**src/sv/dts_pkg.sv**
```systemverilog
`timescale 1ns / 1ps
// ----------------------------------------------------------------------------
// dts_pkg - shared types and constants
// Item and result layouts, access kinds and register addresses for the
// divider, timer and serial port register block.
// ----------------------------------------------------------------------------
package dts_pkg;

  // Access kinds carried by an input item (code 3 behaves as idle)
  typedef enum logic [1:0] {
    KIND_IDLE  = 2'd0,
    KIND_READ  = 2'd1,
    KIND_WRITE = 2'd2
  } access_kind_t;

  // Register addresses (low address bits)
  localparam logic [2:0] ADDR_SDATA   = 3'd1;
  localparam logic [2:0] ADDR_SCTRL   = 3'd2;
  localparam logic [2:0] ADDR_DIVIDER = 3'd4;
  localparam logic [2:0] ADDR_TCOUNT  = 3'd5;
  localparam logic [2:0] ADDR_TRELOAD = 3'd6;
  localparam logic [2:0] ADDR_TCTRL   = 3'd7;

  localparam int DIV_W       = 14;
  localparam int ITEM_BITS   = 13;
  localparam int IN_TDATA_W  = 16;
  localparam int RES_BITS    = 10;
  localparam int OUT_TDATA_W = 16;

  // Input item, first field in the highest bits
  typedef struct packed {
    logic [7:0] write_data;
    logic [2:0] reg_addr;
    logic [1:0] access_kind;
  } item_t;

  // Result item, first field in the highest bits
  typedef struct packed {
    logic       serial_irq;
    logic       timer_irq;
    logic [7:0] read_data;
  } result_t;

endpackage

```
**src/sv/divider_timer_serial_regs.sv**
```systemverilog
`timescale 1ns / 1ps
// ----------------------------------------------------------------------------
// divider_timer_serial_regs - divider, timer and serial port registers
// Channel  Dir  Accepted when             Payload
// in_      in   in_tvalid & in_tready     tdata: kind, addr, write byte
// out_     out  out_tvalid & out_tready   tdata: read byte, timer irq, serial irq
// One item per clock sustained while the output is not stalled; an item
// passes through the input register, then the result register.
// The state advances as an item leaves the input register, one machine cycle
// per item. Reset (synchronous, rst_n low) clears all state and both stages.
// A stalled output holds the result; an empty input register still takes an item.
// ----------------------------------------------------------------------------
module divider_timer_serial_regs (
  input  logic                           clk,
  input  logic                           rst_n,
  input  logic                           in_tvalid,
  output logic                           in_tready,
  // [1:0] access_kind, [4:2] reg_addr, [12:5] write_data, [15:13] zero
  input  logic [dts_pkg::IN_TDATA_W-1:0] in_tdata,
  output logic                           out_tvalid,
  input  logic                           out_tready,
  // [7:0] read_data, [8] timer_irq, [9] serial_irq, [15:10] zero
  output logic [dts_pkg::OUT_TDATA_W-1:0] out_tdata
);
  import dts_pkg::*;

  item_t   item_r;
  logic    item_vld_r;
  result_t res_r;
  result_t res;
  logic    out_vld_r;
  logic    step;

  // Item moves on when the result register is free or being emptied
  assign step      = item_vld_r && (!out_vld_r || out_tready);
  assign in_tready = !item_vld_r || step;

  // Input register
  always_ff @(posedge clk) begin
    if (!rst_n) begin
      item_vld_r <= 1'b0;
    end else if (in_tready) begin
      item_vld_r <= in_tvalid;
    end
  end

  always_ff @(posedge clk) begin
    if (in_tready && in_tvalid) begin
      item_r <= item_t'(in_tdata[ITEM_BITS-1:0]);
    end
  end

  dts_core u_core (
    .clk   (clk),
    .rst_n (rst_n),
    .step  (step),
    .item  (item_r),
    .res   (res)
  );

  // Result register
  always_ff @(posedge clk) begin
    if (!rst_n) begin
      out_vld_r <= 1'b0;
    end else if (step) begin
      out_vld_r <= 1'b1;
    end else if (out_tready) begin
      out_vld_r <= 1'b0;
    end
  end

  always_ff @(posedge clk) begin
    if (step) begin
      res_r <= res;
    end
  end

  assign out_tvalid = out_vld_r;
  assign out_tdata  = {{(OUT_TDATA_W-RES_BITS){1'b0}}, res_r};

endmodule

```
**src/sv/dts_core.sv**
```systemverilog
`timescale 1ns / 1ps
// ----------------------------------------------------------------------------
// dts_core - machine cycle state and register file
// Holds the divider, timer and serial state. On each step it advances one
// machine cycle, then applies the item's register access; the result is
// combinational from the current state and item.
// ----------------------------------------------------------------------------
module dts_core (
  input  logic            clk,
  input  logic            rst_n,
  input  logic            step,
  input  dts_pkg::item_t  item,
  output dts_pkg::result_t res
);
  import dts_pkg::*;

  logic [DIV_W-1:0] div_r,   div_nxt;
  logic [7:0]       tcnt_r,  tcnt_nxt;
  logic [7:0]       trld_r,  trld_nxt;
  logic [2:0]       tctl_r,  tctl_nxt;
  logic             tlvl_r,  tlvl_nxt;
  logic [7:0]       sdat_r,  sdat_nxt;
  logic             sstart_r, sstart_nxt;  // serial control bit 7
  logic             sclk_r,   sclk_nxt;    // serial control bit 0
  logic [3:0]       sleft_r, sleft_nxt;

  // Cycle results before the register access
  logic [DIV_W-1:0] div_cyc;
  logic [7:0]       tcnt_cyc, sdat_cyc, tcnt_inc;
  logic             sstart_cyc, lvl, tirq, sirq, shift_en;
  logic [3:0]       sleft_cyc;
  logic [7:0]       rdata;

  // Divider bit chosen by the timer control selector
  function automatic logic clock_select(input logic [2:0] ctl, input logic [DIV_W-1:0] dv);
    logic sel;
    unique case (ctl)
      3'd4:    sel = dv[7];
      3'd5:    sel = dv[1];
      3'd6:    sel = dv[3];
      3'd7:    sel = dv[5];
      default: sel = 1'b0;
    endcase
    return sel;
  endfunction

  // One machine cycle: serial shift, divider, timer
  always_comb begin
    shift_en   = (div_r[6:0] == 7'd0) && (sleft_r != 4'd0) && sstart_r && sclk_r;
    sdat_cyc   = shift_en ? {sdat_r[6:0], 1'b1} : sdat_r;
    sleft_cyc  = shift_en ? sleft_r - 4'd1 : sleft_r;
    sirq       = shift_en && (sleft_r == 4'd1);
    sstart_cyc = sstart_r && !sirq;

    div_cyc  = div_r + {{(DIV_W-1){1'b0}}, 1'b1};
    lvl      = clock_select(tctl_r, div_cyc);
    tcnt_inc = tcnt_r + 8'd1;
    tirq     = tlvl_r && !lvl && (tcnt_inc == 8'd0);
    if (tlvl_r && !lvl) begin
      tcnt_cyc = tirq ? trld_r : tcnt_inc;
    end else begin
      tcnt_cyc = tcnt_r;
    end
  end

  // Register read sees the state after the cycle
  always_comb begin
    unique case (item.reg_addr)
      ADDR_SDATA:   rdata = sdat_cyc;
      ADDR_SCTRL:   rdata = {sstart_cyc, 6'h3f, sclk_r};
      ADDR_DIVIDER: rdata = div_cyc[DIV_W-1:DIV_W-8];
      ADDR_TCOUNT:  rdata = tcnt_cyc;
      ADDR_TRELOAD: rdata = trld_r;
      ADDR_TCTRL:   rdata = {5'h1f, tctl_r};
      default:      rdata = 8'hff;
    endcase
  end

  // Next state: cycle result, then a write access on top
  always_comb begin
    div_nxt    = div_cyc;
    tcnt_nxt   = tcnt_cyc;
    trld_nxt   = trld_r;
    tctl_nxt   = tctl_r;
    tlvl_nxt   = lvl;
    sdat_nxt   = sdat_cyc;
    sstart_nxt = sstart_cyc;
    sclk_nxt   = sclk_r;
    sleft_nxt  = sleft_cyc;
    if (item.access_kind == KIND_WRITE) begin
      unique case (item.reg_addr)
        ADDR_SDATA:   sdat_nxt = item.write_data;
        ADDR_SCTRL: begin
          sstart_nxt = item.write_data[7];
          sclk_nxt   = item.write_data[0];
          if (item.write_data[7] && item.write_data[0]) begin
            sleft_nxt = 4'd8;
          end
        end
        ADDR_DIVIDER: div_nxt  = '0;
        ADDR_TCOUNT:  tcnt_nxt = item.write_data;
        ADDR_TRELOAD: trld_nxt = item.write_data;
        ADDR_TCTRL:   tctl_nxt = item.write_data[2:0];
        default:      ;
      endcase
    end
  end

  assign res.read_data  = (item.access_kind == KIND_READ) ? rdata : 8'h00;
  assign res.timer_irq  = tirq;
  assign res.serial_irq = sirq;

  // State registers advance once per accepted item
  always_ff @(posedge clk) begin
    if (!rst_n) begin
      div_r    <= '0;
      tcnt_r   <= '0;
      trld_r   <= '0;
      tctl_r   <= '0;
      tlvl_r   <= 1'b0;
      sdat_r   <= '0;
      sstart_r <= 1'b0;
      sclk_r   <= 1'b0;
      sleft_r  <= '0;
    end else if (step) begin
      div_r    <= div_nxt;
      tcnt_r   <= tcnt_nxt;
      trld_r   <= trld_nxt;
      tctl_r   <= tctl_nxt;
      tlvl_r   <= tlvl_nxt;
      sdat_r   <= sdat_nxt;
      sstart_r <= sstart_nxt;
      sclk_r   <= sclk_nxt;
      sleft_r  <= sleft_nxt;
    end
  end

endmodule

```
**config.mk**
```make
export PLATFORM = sky130hd
export DESIGN_NAME = divider_timer_serial_regs
export DESIGN_NICKNAME = d
export VERILOG_FILES = /design/src/sv/dts_pkg.sv /design/src/sv/divider_timer_serial_regs.sv /design/src/sv/dts_core.sv
export SDC_FILE = /design/constraint.sdc
export NUM_CORES = 1
export LEC_CHECK = 0
export BUFFER_PORTS_ARGS = -buffer_cell sky130_fd_sc_hd__buf_2
export CAP_MARGIN = 20
export CORE_MARGIN = 3
export CORE_UTILIZATION = 64
export DETAILED_ROUTE_END_ITERATION = 6
export GPL_TIMING_DRIVEN = 0
export PLACE_DENSITY_LB_ADDON = 0.05
export SLEW_MARGIN = 20
export SYNTH_ARGS = -nofsm -noshare
export SYNTH_HDL_FRONTEND = slang
export SYNTH_HIERARCHICAL = 1
export SYNTH_SLANG_ARGS = --single-unit
```
**constraint.sdc**
```tcl
create_clock -name clk -period 4.2 [get_ports clk]
set_input_delay 0.21 -clock clk [delete_from_list [all_inputs] [get_ports clk]]
set_output_delay 0.21 -clock clk [all_outputs]
set_load 0.01 [all_outputs]
```
==> flow_metrics.tcl, run 1 <==
set metrics [dict create \
    first_pass_iters 6 \
    grt_usage 0.325 \
    reg2reg_from "u_core/div_r[0]$_SDFFE_PN0P_" \
    core_area_um2 6390 \
    dieArea_um2 7630 \
    slew_headroom 0.407 \
    place_hpwl_mm 8.70 \
    max_freq_mhz 344 \
    post-route-util 0.745 \
    drive_gt1_frac 0.137 \
    min_from "in_tdata[0]" \
    finalHoldViolCount 0 \
    die_height_um 87.4 \
    cellPowerDensity_nw_per_um2 338 \
    cap_violations 0 \
    ys_seq_area_frac 0.399 \
    cp-start-kind "register" \
    report.final.slew_viol_count 0 \
    syn_area_um2 4240 \
    grt_start_max_net_pins 15 \
    cts_tree "yes" \
    grt_pass1_wl_mm 19.0 \
    hold_path_class "input pin to register" \
    synth-main-ff-cell "dfxtp_1" \
    post_cts.repair.setup_buffers 0 \
    total_power_w 0.00161 \
    cellLeakagePower_nw 1.76 \
    clk_pin_slew_ns 0.08 \
    fin_crit_sh 0.691 \
    worstHoldEndpoint "item_r[0]$_DFFE_PP_" \
    dieWidth_um 87.4 \
    postRouteAntennaNets 0 \
    skew_ns 0.0103 \
    drcViolationCount 0 \
    path_class "register to register" \
    start_util 0.664 \
    setup_slack_ns 1.30 \
    status "complete, no violations" \
    cts_sinks 73 \
    overflow 0 \
    synthCells 491 \
    rows 29 \
    pin_count 38 \
    worstPathArrival_ns 2.99 \
    root_buffer "clkbuf_8" \
    h-tree-depth 3 \
    diodes 0 \
    yosys_register_bits 73 \
    required_ns 4.28 \
    min_path_cells 1 \
    port_buffers 28 \
    max-vdd-ir-drop_mv 0.387 \
    r2r-end "out_tdata[7]$_DFFE_PP_" \
    place.gp.congestion 1.02 \
    area_growth_pct 12.3 \
    grt_pass1_vias 3749 \
    avgSynthCellArea_um2 8.63 \
    antenna_found_initial 0 \
    ys_async_sr_fraction 0 \
    whs_ns 0.0238 \
    worstRegToRegCells 8 \
    dp_slack_ns 1.36 \
    routedWlPerCell_um 19.4 \
    routed_wl_mm 12.0 \
    drtIter0Drc 483 \
    synthDistinctLibCells 71 \
    setup_violations 0 \
    ctsHoldBuffers 0 \
    fillers 473 \
    final.setup.tns_ns 0 \
    critPathCaptureType "register" \
    rsz0062_at_grt "no" \
    finalNetCount 561 \
    rrSetupSlack_ns 1.30 \
    vias 4052 \
    avgViaCountPerCell 6.56 \
    ys_warn_count 6 \
    cts_max_path_buffers 2 \
    tightest_slew_ns 0.886 \
    insertion_delay_ns 0.36 \
    synth_edf_count 23 \
    worstPathMaxFanout 9 \
    cts_made_buffers 9 \
    cts_resized 0 \
    fin_crit_ns 2.90 \
]
-- layer usage --
metal / part of all wire / vias to the layer above / global-route usage
li1: - / 1897 / -
met1: 0.41 / 1853 / 0.444
met2: 0.44 / 251 / 0.496
met3: 0.11 / 51 / 0.0833
met4: 0.035 / 0 / 0.119
met5: 0 / - / 0
-- worst max-delay path, stage by stage, from the launching register on --
cell and delay [ns]:
dfxtp_1 0.40, inv_1 0.09, ha_1 0.16, nor4bb_1 0.49, o311ai_1 0.36, nor4b_2 0.43
o21ai_0 0.16, o31ai_1 0.42, nand3_1 0.11
-- final cells by class --
| class | instances | area [µm²] | area share |
|---|---|---|---|
| plain buffers | 32 | 160 | 0.0336 |
| inverters | 13 | 48.8 | 0.0103 |
| well taps | 77 | 96.3 | 0.0202 |
| repair buffers | 29 | 151 | 0.0318 |
| flip-flops and latches | 73 | 1690 | 0.355 |
| clock buffers | 9 | 124 | 0.0260 |
| clock inverters | 7 | 125 | 0.0263 |
| multi-input cells | 378 | 2360 | 0.496 |
-- stage by stage --
| step | instances | instance area (µm²) |
|---|---|---|
| 2_1_floorplan | 496 | 4260 |
| 3_3_place_gp | 601 | 4490 |
| 3_5_place_dp | 602 | 4510 |
| 4_1_cts | 618 | 4760 |
| 5_1_grt | 618 | 4760 |
| 6_report | 618 | 4760 |
-- report_power, final --
part / leakage [nW] / switching [W] / internal, W
clock network: 0.124 / 0.000290 / 0.000401
registers: 0.625 / 0.0000219 / 0.000748
logic: 1.01 / 0.0000941 / 0.0000539
-- flip-flops by register name (all words and copies together), names as in the netlist --
register / count
out_tvalid: 1
u_core/tlvl_r: 1
item_vld_r: 1
u_core/trld_r: 8
u_core/sclk_r: 1
u_core/sdat_r: 8
u_core/sstart_r: 1
u_core/div_r: 14
out_tdata: 10
u_core/sleft_r: 4
u_core/tctl_r: 3
item_r: 13
u_core/tcnt_r: 8
-- logic make-up after synthesis --
group / after synthesis / share of synthesized area
compound gates: 148 / 0.227
mux: 18 / 0.0434
buf+inv: 45 / 0.0493
simple gates: 189 / 0.240
flops: 73 / 0.399
other cells: 1 / 0.000885
fa+ha+maj: 5 / 0.0148
xor+xnor: 12 / 0.0248
-- cells in the mapped netlist, types with 6 or more instances --
cell      number  area share
inv_1         13       0.012
or3_1          9       0.013
nor3_1        10       0.012
edfxtp_1      23        0.16
a21oi_1       28       0.033
and3_1         8       0.012
o211ai_1       6       0.011
nand3_1       18       0.021
nor2b_1       24       0.035
and2_1         6      0.0089
nand2_1       48       0.043
dfxtp_1       50        0.24
buf_4         10       0.018
o21ai_0       50       0.059
mux2i_1       15       0.035
nor2_1        36       0.032
clkbuf_1      20       0.018
o21a_1         7       0.012
nand4_1        8       0.012
xnor2_1        9       0.019
-- placed cells by master (no fill, tap or decap), drive strengths merged, types with 4 or more instances in the layout --
master,netlist,layout
mux2i,15,15
xnor2,9,9
conb,1,6
o21a,7,7
nand2,48,48
o211ai,6,6
a21boi,6,6
or3,9,9
dfxtp,50,50
a21oi,28,28
o21ai,50,50
a31oi,5,5
nand2b,5,5
a21o,4,4
clkbuf,21,30
nand4,9,9
edfxtp,23,23
nor2,36,36
and2,7,7
nor2b,25,25
nand3,18,18
and3,8,8
buf,11,40
a22oi,5,5
inv,13,15
nor3,11,11
ha,5,5
-- worst max path at each step --
stage | startpoint | endpoint | slack (ns) | cells past startpoint
finish | u_core/div_r[0]$_SDFFE_PN0P_ | out_tdata[7]$_DFFE_PP_ | 1.30 | 8
global route | u_core/div_r[0]$_SDFFE_PN0P_ | out_tdata[7]$_DFFE_PP_ | 1.12 | 8
CTS | u_core/div_r[0]$_SDFFE_PN0P_ | out_tdata[7]$_DFFE_PP_ | 1.35 | 8
detailed placement | u_core/div_r[0]$_SDFFE_PN0P_ | out_tdata[7]$_DFFE_PP_ | 1.36 | 8
global placement | out_tvalid$_SDFFE_PN0P_ | u_core/tcnt_r[3]$_SDFFE_PN0P_ | 0.87 | 7
floorplan | out_tvalid$_SDFFE_PN0P_ | u_core/trld_r[0]$_SDFFE_PN0P_ | 1.80 | 6
(Power assumes the default switching activity.)
==> run 2: changes to the inputs <==
ABC_AREA = 1   (was default)
CORE_UTILIZATION = 54   (was 64)
clock period = 2.4 ns   (was 4.2 ns; I/O delays follow)
==> run 2 against run 1 <==
Net effect:
- global-route usage down 5.2 points
- sequential share of layout area up 0.45 points
- combinational power up 76%
- total power up 57%
- non-clock buffer count up 3
- utilization down 10 points
- critical endpoint is now out_tdata[4]$_DFFE_PP_
- design area down 1.3%
- highest routed layer unchanged
==> flow_metrics.tcl, run 2 <==
set metrics [dict create \
    core_area_um2 7290 \
    clock_power_share 0.367 \
    grt_pass1_wl_mm 18.2 \
    port_buffers 28 \
    drtIter0Drc 376 \
    comb_power_share 0.103 \
    cap_violations 0 \
    path_class "register to register" \
    synth_largest_area_cell "dfxtp_1" \
    dieWidth_um 93.0 \
    finalHoldViolCount 0 \
    rsz0062_at_grt "no" \
    antenna_found_initial 0 \
    syn_area_um2 4090 \
    cts_tree "yes" \
    netlist.area_leader.share 0.245 \
    diodes 0 \
    place_hpwl_mm 8.10 \
    worst_path_largest_cell_delay_ns 0.42 \
    max_freq_mhz 461 \
    drive_gt1_frac 0.141 \
    fillers 694 \
    whs_ns 0.0293 \
    crit_slowest_cell "dfxtp_1" \
    report.final.slew_viol_count 0 \
    avgSynthCellArea_um2 7.39 \
    synth.most_common_cell "nand2_1" \
    p_int_w 0.00187 \
    h-tree-depth 3 \
    yosys_register_bits 73 \
    overflow 0 \
    largest_register_ffs 14 \
    power_frac_seq 0.530 \
    required_ns 2.60 \
    place.gp.congestion 0.942 \
    cts_max_path_buffers 2 \
    avgViaCountPerCell 5.42 \
    cts_sinks 73 \
    ff_latch_area_um2 1690 \
    cpLargestDelayFamily "simple AND/OR/NAND/NOR gates" \
    cp-start-kind "register" \
    die_height_um 93.0 \
    cts_made_buffers 9 \
    switching_power_w 0.000652 \
    cpMostUsedCell "nand2_1" \
    synthCells 554 \
    layout_commonest_cell "nand2_1" \
    dieArea_um2 8660 \
    rows 31 \
    ys_async_sr_fraction 0 \
    first_pass_iters 5 \
    drcViolationCount 0 \
    grt_start_max_net_pins 15 \
    setup_violations 0 \
    finalNetCount 637 \
    multi_input_area_um2 2030 \
    critPathCaptureType "register" \
    cellPowerDensity_nw_per_um2 537 \
    max-vdd-ir-drop_mv 0.408 \
    area_growth_pct 14.9 \
    grt_usage 0.273 \
    fin_crit_sh 0.904 \
    synth-main-ff-cell "dfxtp_1" \
    skew_ns 0.00774 \
    ys_top_cells_by_area "dfxtp_1 (24%), edfxtp_1 (17%), nand2_1 (13%), a21oi_1 (7.3%), inv_1 (6.3%)" \
    routedWlPerCell_um 15.7 \
    vias 3882 \
    worstPathArrival_ns 2.37 \
    top_register "u_core/div_r" \
    status "complete, no violations" \
    synthDistinctLibCells 42 \
    crit_chain "ha_1 -> nand3_2 -> xor2_1 -> nor2_4 -> nand3_4 -> nand2_1 -> nand3_1 -> nand2_1 -> nand2_1 -> a21oi_1" \
    slew_headroom 0.491 \
    post_cts.repair.setup_buffers 0 \
    ys_warn_count 6 \
    synth_edf_count 23 \
    cp_num_buf_inv 0 \
    pin_count 38 \
    clk_pin_slew_ns 0.07 \
    hold_path_class "input pin to register" \
    start_util 0.561 \
    cellLeakagePower_nw 1.93 \
    fin_crit_ns 2.17 \
    root_buffer "clkbuf_8" \
    insertion_delay_ns 0.35 \
    tightest_slew_ns 0.763 \
    total_power_w 0.00252 \
    setup_slack_ns 0.230 \
    ys_seq_area_frac 0.413 \
    p_sw_frac 0.258 \
    final_cell_mix "nand2_1 (146), inv_1 (69), a21oi_1 (59)" \
    yosys-top-cells-count "nand2_1 (146), inv_1 (69), a21oi_1 (60), dfxtp_1 (50), nand3_1 (31)" \
    grt_pass1_vias 3624 \
    postRouteAntennaNets 0 \
    post-route-util 0.644 \
    dp_slack_ns 0.163 \
    routed_wl_mm 11.3 \
    worstPathMaxFanout 8 \
]
## run 2: changes by cell type after synthesis, moves of 9 or more
cell	delta
nand3_1	+13
o21ai_0	-21
nor2b_1	-24
nor2_1	-11
nand2_1	+98
a21oi_1	+32
inv_1	+56
mux2i_1	-15
or3_1	-9
## run 2: layout make-up
type                    count  area share
flip-flops and latches     73       0.360
plain buffers              22      0.0253
well taps                  99      0.0264
clock inverters             4     0.00932
clock buffers              12      0.0288
repair buffers             42      0.0599
multi-input cells         391       0.432
inverters                  73      0.0583
## run 2: routing by layer
metal  part of all wire  track usage  vias up
li1                   -            -     1936
met4              0.023       0.0952        0
met3              0.064       0.0499       20
met5                  0            0        -
met2               0.45        0.424      147
met1               0.46        0.384     1779
## run 2: per-stage QoR
stage                     setup TNS (ns)  instances  instance area [µm²]
after floorplan                        0        559                 4110
after global placement            -26.70        686                 4370
after detailed placement               0        687                 4390
after CTS                              0        716                 4700
after global routing                   0        716                 4700
final                                  0        716                 4700
## run 2: kinds of logic after synthesis
group                    synth area share
other                            0.000917
AO/OA/AOI/OAI                       0.158
AND/OR/NAND/NOR                     0.298
adder cells (fa/ha/maj)            0.0153
XOR/XNOR                           0.0193
flip-flops                          0.413
buffers and inverters              0.0957
## run 2: what timing repair did
action                                  CTS  global route
hold buffers                             13             0
resized for setup                         0             2
endpoints found under the setup margin    0             4
endpoints found under the hold margin    13             0
## run 2: path summary, 6_finish.rpt
path                                               startpoint                       endpoint  slack [ns]  depth (start not counted)
worst min-delay path                                in_tvalid        item_vld_r$_SDFFE_PN0P_        0.03                          3
worst max register to register  u_core/tcnt_r[0]$_SDFFE_PN0P_         out_tdata[4]$_DFFE_PP_        0.23                         10
worst max-delay path            u_core/tcnt_r[0]$_SDFFE_PN0P_         out_tdata[4]$_DFFE_PP_        0.23                         10
worst min register to register  u_core/div_r[11]$_SDFFE_PN0P_  u_core/div_r[11]$_SDFFE_PN0P_        0.49                          2
## run 2: worst reg2reg max path, delay by kind of cell (launching register included)
kind                     cells  cell delay (ns)
AND/OR/NAND/NOR              7             0.95
flip-flops                   1             0.42
adder cells (fa/ha/maj)      1             0.31
XOR/XNOR                     1             0.21
AO/OA/AOI/OAI                1             0.14
## run 2: power by group through the flow
stage / clock network, W / logic [W] / registers (W)
floorplan: 0 / 0.000152 / 0.00136
global placement: 0 / 0.000232 / 0.00136
detailed placement: 0 / 0.000237 / 0.00136
CTS: 0.000936 / 0.000253 / 0.00134
global route: 0.00101 / 0.000284 / 0.00134
finish: 0.000926 / 0.000260 / 0.00134
==> run 3: changes to the inputs <==
CORE_MARGIN = default   (was 3)
==> run 3 against run 2 <==
Net effect:
- first-iteration DRC count is 13% lower
- routed wire length is 3.9% lower
- critical path depth is 1 higher
- worst setup slack better by 0.0017 ns
- combinational power hardly changed
- die area is 8.4% lower
- critical path type unchanged
==> flow_metrics.tcl, run 3 (synthesized netlist as in run 2, its figures left out) <==
set metrics [dict create \
    h-tree-depth 3 \
    cap_violations 0 \
    rrSetupSlack_ns 0.23 \
    cellLeakagePower_nw 1.93 \
    cts_tree "yes" \
    insertion_delay_ns 0.34 \
    core_area_um2 7290 \
    largest_register_ffs 14 \
    dieWidth_um 89.0 \
    max_freq_mhz 461 \
    postRouteAntennaNets 0 \
    fillers 699 \
    grt_usage 0.291 \
    post-route-util 0.645 \
    place.gp.congestion 0.928 \
    cp-start-kind "register" \
    place_hpwl_mm 8.08 \
    p_int_w 0.00186 \
    grtUsageMet3 0.0434 \
    tightest_slew_ns 0.627 \
    use_met2 0.443 \
    top_usage_layer "met2" \
    diodes 0 \
    crit_path_end "out_tdata[3]$_DFFE_PP_" \
    max-vdd-ir-drop_mv 0.406 \
    die_height_um 89.0 \
    first_pass_iters 5 \
    final_cell_mix "nand2_1 (146), inv_1 (69), a21oi_1 (59)" \
    worstPathArrival_ns 2.37 \
    finalHoldViolCount 0 \
    met1_usage 0.427 \
    report.final.slew_viol_count 0 \
    total_power_w 0.00250 \
    fin_crit_ns 2.17 \
    p_sw_frac 0.255 \
    routed_wl_mm 10.8 \
    overflow 0 \
    routedWlPerCell_um 15.1 \
    area_growth_pct 15.0 \
    r2r-end "out_tdata[3]$_DFFE_PP_" \
    grt_pass1_vias 3334 \
    critPathCaptureType "register" \
    worstRegToRegCells 11 \
    drive_gt1_frac 0.143 \
    setup_violations 0 \
    worstPathMaxFanout 8 \
    finalNetCount 637 \
    rows 31 \
    cp-startpoint "u_core/tcnt_r[0]$_SDFFE_PN0P_" \
    multi_input_area_um2 2030 \
    drtIter0Drc 326 \
    cellPowerDensity_nw_per_um2 531 \
    clock_power_share 0.361 \
    rsz0062_at_grt "no" \
    fin_crit_sh 0.903 \
    ff_latch_area_um2 1690 \
    whs_ns 0.0342 \
    root_buffer "clkbuf_8" \
    min_path_cells 3 \
    status "complete, no violations" \
    comb_power_share 0.104 \
    switching_power_w 0.000637 \
    post_cts.repair.setup_buffers 0 \
    pin_count 38 \
    reg2reg_from "u_core/tcnt_r[0]$_SDFFE_PN0P_" \
    avgViaCountPerCell 5.42 \
    required_ns 2.60 \
    vias 3883 \
    grt_start_max_net_pins 15 \
    drcViolationCount 0 \
    skew_ns 0.00675 \
    grt_pass1_wl_mm 16.9 \
    cts_max_path_buffers 2 \
    slew_headroom 0.582 \
    layout_commonest_cell "nand2_1" \
    clk_pin_slew_ns 0.08 \
    path_class "register to register" \
    top_register "u_core/div_r" \
    cts_made_buffers 9 \
    port_buffers 28 \
    power_frac_seq 0.536 \
    cts_sinks 73 \
    start_util 0.561 \
    antenna_found_initial 0 \
    dieArea_um2 7930 \
    hold_path_class "input pin to register" \
]
[run 3: changes by cell type in the layout (fill, tap and decap cells not counted)]
| cell | delta |
|---|---|
| clkinv_1 | -1 |
| bufinv_16 | -1 |
| nor2_1 | -1 |
| nor2_2 | +1 |
| clkinv_2 | -2 |
| clkbuf_8 | +3 |
| clkbuf_1 | +1 |
[run 3: worst min-delay path by stage]
stage / start / endpoint / slack, ns
floorplan: in_tdata[0] / item_r[0]$_DFFE_PP_ / 0.22
global placement: in_tdata[0] / item_r[0]$_DFFE_PP_ / 0.30
detailed placement: in_tdata[0] / item_r[0]$_DFFE_PP_ / 0.30
CTS: in_tvalid / item_vld_r$_SDFFE_PN0P_ / 0.03
global route: in_tvalid / item_vld_r$_SDFFE_PN0P_ / 0.04
finish: in_tvalid / item_vld_r$_SDFFE_PN0P_ / 0.03
[run 3: what timing repair did]
item                                    4_1_cts  5_1_grt
gates resized for setup                       0        3
endpoints found under the hold margin        13        0
endpoints found under the setup margin        0        5
hold buffers                                 13        0
[run 3: cell type report]
type                       instances  area share
multi-input combinational        391       0.432
tap                               99      0.0263
clock buffer                      16      0.0383
timing repair buffer              42      0.0599
sequential                        73       0.360
inverter                          73      0.0583
buffer                            22      0.0253
[run 3: worst max-delay path: stages (launching register included)]
cell	delay, ns
dfxtp_1	0.44
ha_1	0.32
nand3_2	0.13
o21ai_1	0.17
nand2_2	0.12
nor2_8	0.18
nand3_4	0.13
nand2_1	0.09
nand3_1	0.10
nand2_1	0.15
nand2_1	0.07
a21oi_1	0.13
[run 3: per-stage QoR]
step	std cells	setup TNS, ns	setup slack, ns	area [µm²]
2_1_floorplan	559	0	0.129	4110
3_3_place_gp	686	-28.41	-0.844	4370
3_5_place_dp	687	0	0.196	4390
4_1_cts	716	0	0.169	4700
5_1_grt	716	0	0.0715	4700
6_report	716	0	0.232	4700
[run 3: power groups by stage]
stage | registers (W) | logic (W) | clock network (W)
6_report | 0.00134 | 0.000259 | 0.000901
5_1_grt | 0.00134 | 0.000284 | 0.000965
4_1_cts | 0.00134 | 0.000252 | 0.000920
3_5_place_dp | 0.00136 | 0.000236 | 0
3_3_place_gp | 0.00136 | 0.000232 | 0
2_1_floorplan | 0.00136 | 0.000152 | 0
[run 3: per-layer routing]
layer,routed length [µm],part of all wire
met1,5250,0.49
met2,4810,0.44
met3,628,0.058
met4,132,0.012
met5,0,0
